File: src/hdl/kbpc_pkg.sv
// Types, constants and round functions of the keyed bit permutation cipher.
// Used by keyed_bit_permutation_cipher_unit; depends on nothing else.
package kbpc_pkg;

  localparam int unsigned WordW   = 32;
  localparam int unsigned ByteW   = 8;
  localparam int unsigned NumWords = 4;
  localparam int unsigned NumKeys  = 4;
  localparam int unsigned KeyIdxW  = $clog2(NumKeys);
  localparam int unsigned NumStages = 4;
  localparam int unsigned RotW     = $clog2(WordW);

  typedef logic [WordW-1:0]               word_t;
  typedef logic [ByteW-1:0]               byte_t;
  typedef logic [NumWords-1:0][WordW-1:0] block_t;
  typedef logic [NumKeys-1:0][WordW-1:0]  key_t;
  typedef logic [RotW-1:0]                rot_t;

  typedef enum logic {
    CmdEncrypt = 1'b0,
    CmdDecrypt = 1'b1
  } cmd_e;

  // Left rotations of words 1..3 after forward rounds 0..2: RotTab[round][word-1].
  localparam rot_t RotTab [3][3] = '{
    '{rot_t'(1), rot_t'(2),  rot_t'(3)},
    '{rot_t'(4), rot_t'(8),  rot_t'(12)},
    '{rot_t'(8), rot_t'(12), rot_t'(16)}
  };

  function automatic word_t rotl(word_t w, rot_t n);
    return (w << n) | (w >> ((RotW+1)'(WordW) - {1'b0, n}));
  endfunction

  function automatic word_t rotr(word_t w, rot_t n);
    return (w >> n) | (w << ((RotW+1)'(WordW) - {1'b0, n}));
  endfunction

  function automatic byte_t fold_bytes(word_t w);
    return w[7:0] ^ w[15:8] ^ w[23:16] ^ w[31:24];
  endfunction

  // Keep bits where the key is set, exchange the pair where it is clear.
  function automatic block_t cswap(block_t b, int unsigned x, int unsigned y, word_t k);
    word_t diff;
    block_t r;
    diff = (b[x] ^ b[y]) & ~k;
    r = b;
    r[x] = b[x] ^ diff;
    r[y] = b[y] ^ diff;
    return r;
  endfunction

  function automatic block_t mix_cols(block_t b, key_t k);
    block_t r;
    r = cswap(b, 0, 1, k[0]);
    r = cswap(r, 2, 3, k[1]);
    r = cswap(r, 2, 1, k[2]);
    r = cswap(r, 0, 3, k[3]);
    return r;
  endfunction

  function automatic block_t unmix_cols(block_t b, key_t k);
    block_t r;
    r = cswap(b, 0, 3, k[3]);
    r = cswap(r, 2, 1, k[2]);
    r = cswap(r, 2, 3, k[1]);
    r = cswap(r, 0, 1, k[0]);
    return r;
  endfunction

  function automatic block_t rot_fwd(block_t b, logic [1:0] rnd);
    block_t r;
    r = b;
    for (int w = 1; w < NumWords; w++) begin
      r[w] = rotl(b[w], RotTab[rnd][w-1]);
    end
    return r;
  endfunction

  function automatic block_t rot_inv(block_t b, logic [1:0] rnd);
    block_t r;
    r = b;
    for (int w = 1; w < NumWords; w++) begin
      r[w] = rotr(b[w], RotTab[rnd][w-1]);
    end
    return r;
  endfunction

  // Fold the data byte into the padding and place it in the low byte of word 3.
  function automatic block_t insert_byte(block_t b, byte_t d);
    block_t r;
    byte_t f;
    f = d ^ fold_bytes(b[0]) ^ fold_bytes(b[1]) ^ fold_bytes(b[2])
          ^ fold_bytes({b[3][WordW-1:ByteW], {ByteW{1'b0}}});
    r = b;
    r[3] = {b[3][WordW-1:ByteW], f};
    return r;
  endfunction

endpackage

File: src/hdl/keyed_bit_permutation_cipher_unit.sv
// Four round stages, one round each, from request acceptance to result valid.
// Throughput: one request per cycle while out_stall_i is low; the stages advance
// independently, so a bubble fills while the output register waits on out_stall_i.
// Reset: asynchronous, active low; clears stage valid bits and all key words to 0.
// Keyed bit permutation cipher top level; depends on kbpc_pkg.
module keyed_bit_permutation_cipher_unit (
  input  logic                   clk_i,
  input  logic                   rst_ni,
  input  logic                   cfg_we_i,
  input  logic [kbpc_pkg::KeyIdxW-1:0] cfg_idx_i,
  input  logic [kbpc_pkg::WordW-1:0]   cfg_data_i,
  input  logic                   in_valid_i,
  output logic                   in_stall_o,
  input  logic                   cmd_i,
  input  logic [7:0]             plain_byte_i,
  input  logic [31:0]            in_word0_i,
  input  logic [31:0]            in_word1_i,
  input  logic [31:0]            in_word2_i,
  input  logic [31:0]            in_word3_i,
  output logic                   out_valid_o,
  input  logic                   out_stall_i,
  output logic [31:0]            out_word0_o,
  output logic [31:0]            out_word1_o,
  output logic [31:0]            out_word2_o,
  output logic [31:0]            out_word3_o,
  output logic [7:0]             recovered_byte_o
);
  import kbpc_pkg::*;

  key_t   key_q;
  logic   [NumStages-1:0] valid_q;
  cmd_e   cmd_q [NumStages];
  block_t blk_q [NumStages];
  byte_t  rec_q;

  logic   [NumStages-1:0] adv;
  cmd_e   src_cmd [NumStages];
  block_t src_blk [NumStages];
  logic   [NumStages-1:0] src_valid;
  block_t nxt_blk [NumStages];
  byte_t  nxt_rec;

  always_ff @(posedge clk_i or negedge rst_ni) begin
    if (!rst_ni) begin
      key_q <= '0;
    end else if (cfg_we_i) begin
      key_q[cfg_idx_i] <= cfg_data_i;
    end
  end

  // A stage may load when it is empty or its content moves on this cycle.
  always_comb begin
    adv[NumStages-1] = !valid_q[NumStages-1] || !out_stall_i;
    for (int s = NumStages-2; s >= 0; s--) begin
      adv[s] = !valid_q[s] || adv[s+1];
    end
  end

  assign in_stall_o = !adv[0];

  always_comb begin
    block_t t;
    src_valid[0] = in_valid_i;
    src_cmd[0]   = cmd_e'(cmd_i);
    src_blk[0]   = {in_word3_i, in_word2_i, in_word1_i, in_word0_i};
    for (int s = 1; s < NumStages; s++) begin
      src_valid[s] = valid_q[s-1];
      src_cmd[s]   = cmd_q[s-1];
      src_blk[s]   = blk_q[s-1];
    end
    nxt_rec = '0;
    for (int s = 0; s < NumStages; s++) begin
      if (src_cmd[s] == CmdDecrypt) begin
        t = unmix_cols(src_blk[s], key_q);
        if (s < NumStages-1) begin
          t = rot_inv(t, 2'(NumStages-2-s));
        end
      end else begin
        t = src_blk[s];
        if (s == 0) begin
          t = insert_byte(t, plain_byte_i);
        end
        t = mix_cols(t, key_q);
        if (s < NumStages-1) begin
          t = rot_fwd(t, 2'(s));
        end
      end
      nxt_blk[s] = t;
    end
    // Decrypt returns the XOR of all bytes of the recovered block; encrypt returns zero.
    if (src_cmd[NumStages-1] == CmdDecrypt) begin
      t = nxt_blk[NumStages-1];
      nxt_rec = fold_bytes(t[0]) ^ fold_bytes(t[1]) ^ fold_bytes(t[2]) ^ fold_bytes(t[3]);
    end
  end

  always_ff @(posedge clk_i or negedge rst_ni) begin
    if (!rst_ni) begin
      valid_q <= '0;
    end else begin
      for (int s = 0; s < NumStages; s++) begin
        if (adv[s]) begin
          valid_q[s] <= src_valid[s];
        end
      end
    end
  end

  always_ff @(posedge clk_i) begin
    for (int s = 0; s < NumStages; s++) begin
      if (adv[s] && src_valid[s]) begin
        cmd_q[s] <= src_cmd[s];
        blk_q[s] <= nxt_blk[s];
      end
    end
    if (adv[NumStages-1] && src_valid[NumStages-1]) begin
      rec_q <= nxt_rec;
    end
  end

  assign out_valid_o      = valid_q[NumStages-1];
  assign out_word0_o      = blk_q[NumStages-1][0];
  assign out_word1_o      = blk_q[NumStages-1][1];
  assign out_word2_o      = blk_q[NumStages-1][2];
  assign out_word3_o      = blk_q[NumStages-1][3];
  assign recovered_byte_o = rec_q;

  a_enc_zero_byte: assert property (@(posedge clk_i) disable iff (!rst_ni)
    (out_valid_o && cmd_q[NumStages-1] == CmdEncrypt) |-> (recovered_byte_o == '0))
    else $error("encrypt result carries a nonzero recovered byte");

  a_stall_only_when_full: assert property (@(posedge clk_i) disable iff (!rst_ni)
    in_stall_o |-> (&valid_q))
    else $error("input stalled while a stage is empty");

  a_accept_fills_stage0: assert property (@(posedge clk_i) disable iff (!rst_ni)
    (in_valid_i && !in_stall_o) |=> valid_q[0])
    else $error("accepted request lost at stage 0");

  a_held_stage_stable: assert property (@(posedge clk_i) disable iff (!rst_ni)
    (valid_q[1] && !adv[1]) |=> (valid_q[1] && $stable(blk_q[1])))
    else $error("held stage 1 content changed");

endmodule

File: config.mk
export PLATFORM = sky130hd
export DESIGN_NAME = keyed_bit_permutation_cipher_unit
export DESIGN_NICKNAME = d
export VERILOG_FILES = /design/src/hdl/kbpc_pkg.sv /design/src/hdl/keyed_bit_permutation_cipher_unit.sv
export SDC_FILE = /design/constraint.sdc
export NUM_CORES = 2
export LEC_CHECK = 0
export BUFFER_PORTS_ARGS = -buffer_cell sky130_fd_sc_hd__buf_2
export CAP_MARGIN = 20
export CORE_UTILIZATION = 50
export DETAILED_ROUTE_END_ITERATION = 10
export PLACE_DENSITY = 0.75
export SETUP_SLACK_MARGIN = 0.2
export SYNTH_ARGS = -nofsm -noshare
export SYNTH_HDL_FRONTEND = slang
export SYNTH_SLANG_ARGS = --single-unit
File: constraint.sdc
create_clock -name clk_i -period 12.38 [get_ports clk_i]
set_clock_uncertainty 0.2 [all_clocks]
set_input_delay 0 -clock clk_i [delete_from_list [all_inputs] [get_ports clk_i]]
set_output_delay 0 -clock clk_i [all_outputs]
set_load 0.005 [all_outputs]
==> metrics.yaml <==
finish:
  syn2layout_area_growth_pct: 17.0
  register_area_um2: 19000
  final_net_count: 5544
  layout-drive-gt1-share_pct: 21.5
  multiInputGateArea_um2: 28600
  n_fill_cell: 7991
synth:
  synth_most_common_cell: "mux2_2"
  avgSynthCellArea_um2: 10.0
  synth-edff-count: 523
  synth_ff_type: "edfxtp_1"
  yosysWarnings: 0
  synth_common_cells: "663 x mux2_2, 613 x nand2_1, 607 x mux2i_1, 523 x edfxtp_1, 401 x o21ai_0"
  ys_seq_area_share_pct: 38.4
  synth_top_area_share_pct: 31.8
  syn-cell-area_um2: 49400
  syn_nets: 5105
  ys_seq_elements: 655
  async_reset_ff_share_pct: 20.2
  ys_top_cells_by_area: "edfxtp_1 32%, mux2_2 15%, mux2i_1 12%, dfrtp_1 6.7%, nand2_1 4.7%"
  yosysTopAreaCell: "edfxtp_1"
  synthCells: 4929
  synth_cell_types: 43
place:
  gp_routability_congestion: 1.04
  io_buffer_count: 313
  place_ws_ns: 8.19
  dp_hpwl_mm: 130
worst_setup_path:
  slowest_stage: "buf_4"
  endpoint_kind: "register"
  crit_family: "buffers and inverters"
  critPathBufInv: 2
  worst-path-max-fanout: 100
  cp-start-kind: "register"
  arrival_ns: 4.51
  crit_chain: "buf_4 > buf_4 > nor2_1 > a22oi_1 > o221ai_1 > xor2_1 > xor3_1 > xor3_1 > xnor3_1 > nor2b_1"
  cp_slowest_stage_delay_ns: 0.82
  cp.required_ns: 12.58
  critPathKind: "reg -> reg"
clock_network:
  clk_pin_slew_ns: 0.06
  cts_num_sinks: 655
  ctsHoldBuffers: 380
  cts_tree: "built"
  cts_max_path_buffers: 3
  ctsHtreeMaxLevel: 3
  cts-root-buf: "clkbuf_16"
  cts_buffers: 77
  cts_resized: 0
  post_cts_buffers: 0
  clk_latency_ns: 0.67
die:
  io_pins: 314
  design.core.area_um2: 97300
  initial_core_util_pct: 50.8
  die_h_um: 316
  die_w_um: 316
  num_rows: 114
  die-area_um2: 100000
timing:
  fin_ws_ns: 8.07
  layout_min_cycle_time_ns: 4.31
  finalMaxSlewViolations: 0
  fin_crit_sh_pct: 34.8
  worst_pin_slew_ns: 1.23
  finalSetupTns_ns: 0
  slew_headroom_pct: 17.4
  max_freq_mhz: 232
  final_hold_viol_count: 0
  rsz0062_at_grt: "no"
  setup_viol: 0
global_routing:
  grt_max_degree: 130
  antenna_found_initial: 22
  gr-total-overflow: 0
  grt_pass1_wl_mm: 260
  first_global_vias: 39950
  grt_util_all_layers_pct: 34.9
drt:
  drtIter0Drc: 5751
  detail_route.wl_per_cell_um: 26.7
  via_count: 43035
  routed_wl_mm: 179
  ant_nets: 0
  firstDrtPassIters: 6
  drc: 0
  via_per_inst: 6.41
hold_path:
  min_path_type: "in -> reg"
power_and_ir_drop:
  power_density_nw_per_um2: 194
  p_leak_nw: 23.0
  power_mw: 11.2
  vdd_drop_max_mv: 0.211
flow_run:
  max_cap_viol_count: 0
outcome:
  outcome: "completed"
-- logic make-up (layout without fill, tap and decap cells) --
group           count (synthesis)  in the layout  share of synthesized area (%)
other cells                     0             10                              0
simple gates                 1153           1153                           9.64
compound gates               1203           1203                           16.1
buf+inv                       448            950                           3.75
flops                         655            655                           38.4
xor+xnor                      200            200                           4.74
mux                          1270           1270                           27.4
-- worst paths after layout --
path / startpoint / end / slack (ns) / cells past startpoint
setup reg to reg: cmd_q[2] / recovered_byte_o[1] / 8.07 / 10
min in group asynchronous: rst_ni / valid_q[0] / 0.21 / 4
hold / removal: cfg_data_i[1] / key_q[1] / 0.006 / 3
hold reg to reg: valid_q[2] / valid_q[3] / 0.29 / 1
setup / recovery: cmd_q[2] / recovered_byte_o[1] / 8.07 / 10
max in group asynchronous: rst_ni / key_q[89] / 10.80 / 4
-- worst min-delay path, stage by stage --
cell and delay (ns):
dlygate4sd3_1 0.53, buf_2 0.14, mux2_2 0.14
-- placed cells by master, fill, tap and decap left out, drive strengths merged, types with 10 or more instances in the layout --
master       instances
dfrtp              132
and2                70
dlygate4sd3        379
nor2b               36
xor3                32
buf                349
a211oi              66
xor2                48
a22oi               53
clkbuf             102
nor2               364
edfxtp             523
mux2i              607
inv                 82
a21oi              148
a221o               75
nand2              613
nand2b              53
mux2               663
o221ai              53
diode               10
o31ai               64
o211ai             196
a21o                51
clkinv              26
o22ai               75
o21ai              401
xnor2              112
-- area by class of cell --
cell class | instances | share of cell area [%]
multi-input combinational | 3826 | 49.5
sequential | 655 | 32.9
inverter | 79 | 0.513
antenna | 10 | 0.0433
tap | 1276 | 2.76
clock inverter | 41 | 0.785
clock buffer | 101 | 3.72
timing repair buffer | 729 | 9.83
-- metrics by stage --
step	hold WS [ns]	utilization [%]	area, um^2	cells
2_1_floorplan	-0.496	-	49400	4929
3_3_place_gp	-0.156	52.8	51300	6180
3_5_place_dp	-0.153	52.8	51400	6184
4_1_cts	0.000455	59.4	57800	6706
5_1_grt	0.0306	59.4	57800	6709
6_report	0.00613	59.5	57800	6717
-- power breakdown --
part	switching (mW)	internal, mW	total, mW	leakage [nW]
registers	0.911	3.09	4.00	6.67
clock network	0.997	1.40	2.40	1.27
logic	2.44	2.38	4.82	15.1
-- flip-flops by register name, indices dropped and copies added (netlist names) --
name and flops:
key_q 128, valid_q 4, blk_q 512, cmd_q 3
recovered_byte_o 8
-- routing by layer --
metal	up-vias	track usage, %	routed length [um]
met3	449	7.33	19400
li1	19252	-	-
met2	2466	52.9	78600
met5	-	0	113
met4	16	20.4	11700
met1	20852	46.2	69600
Note: power is estimated with default switching activity, not from simulation.
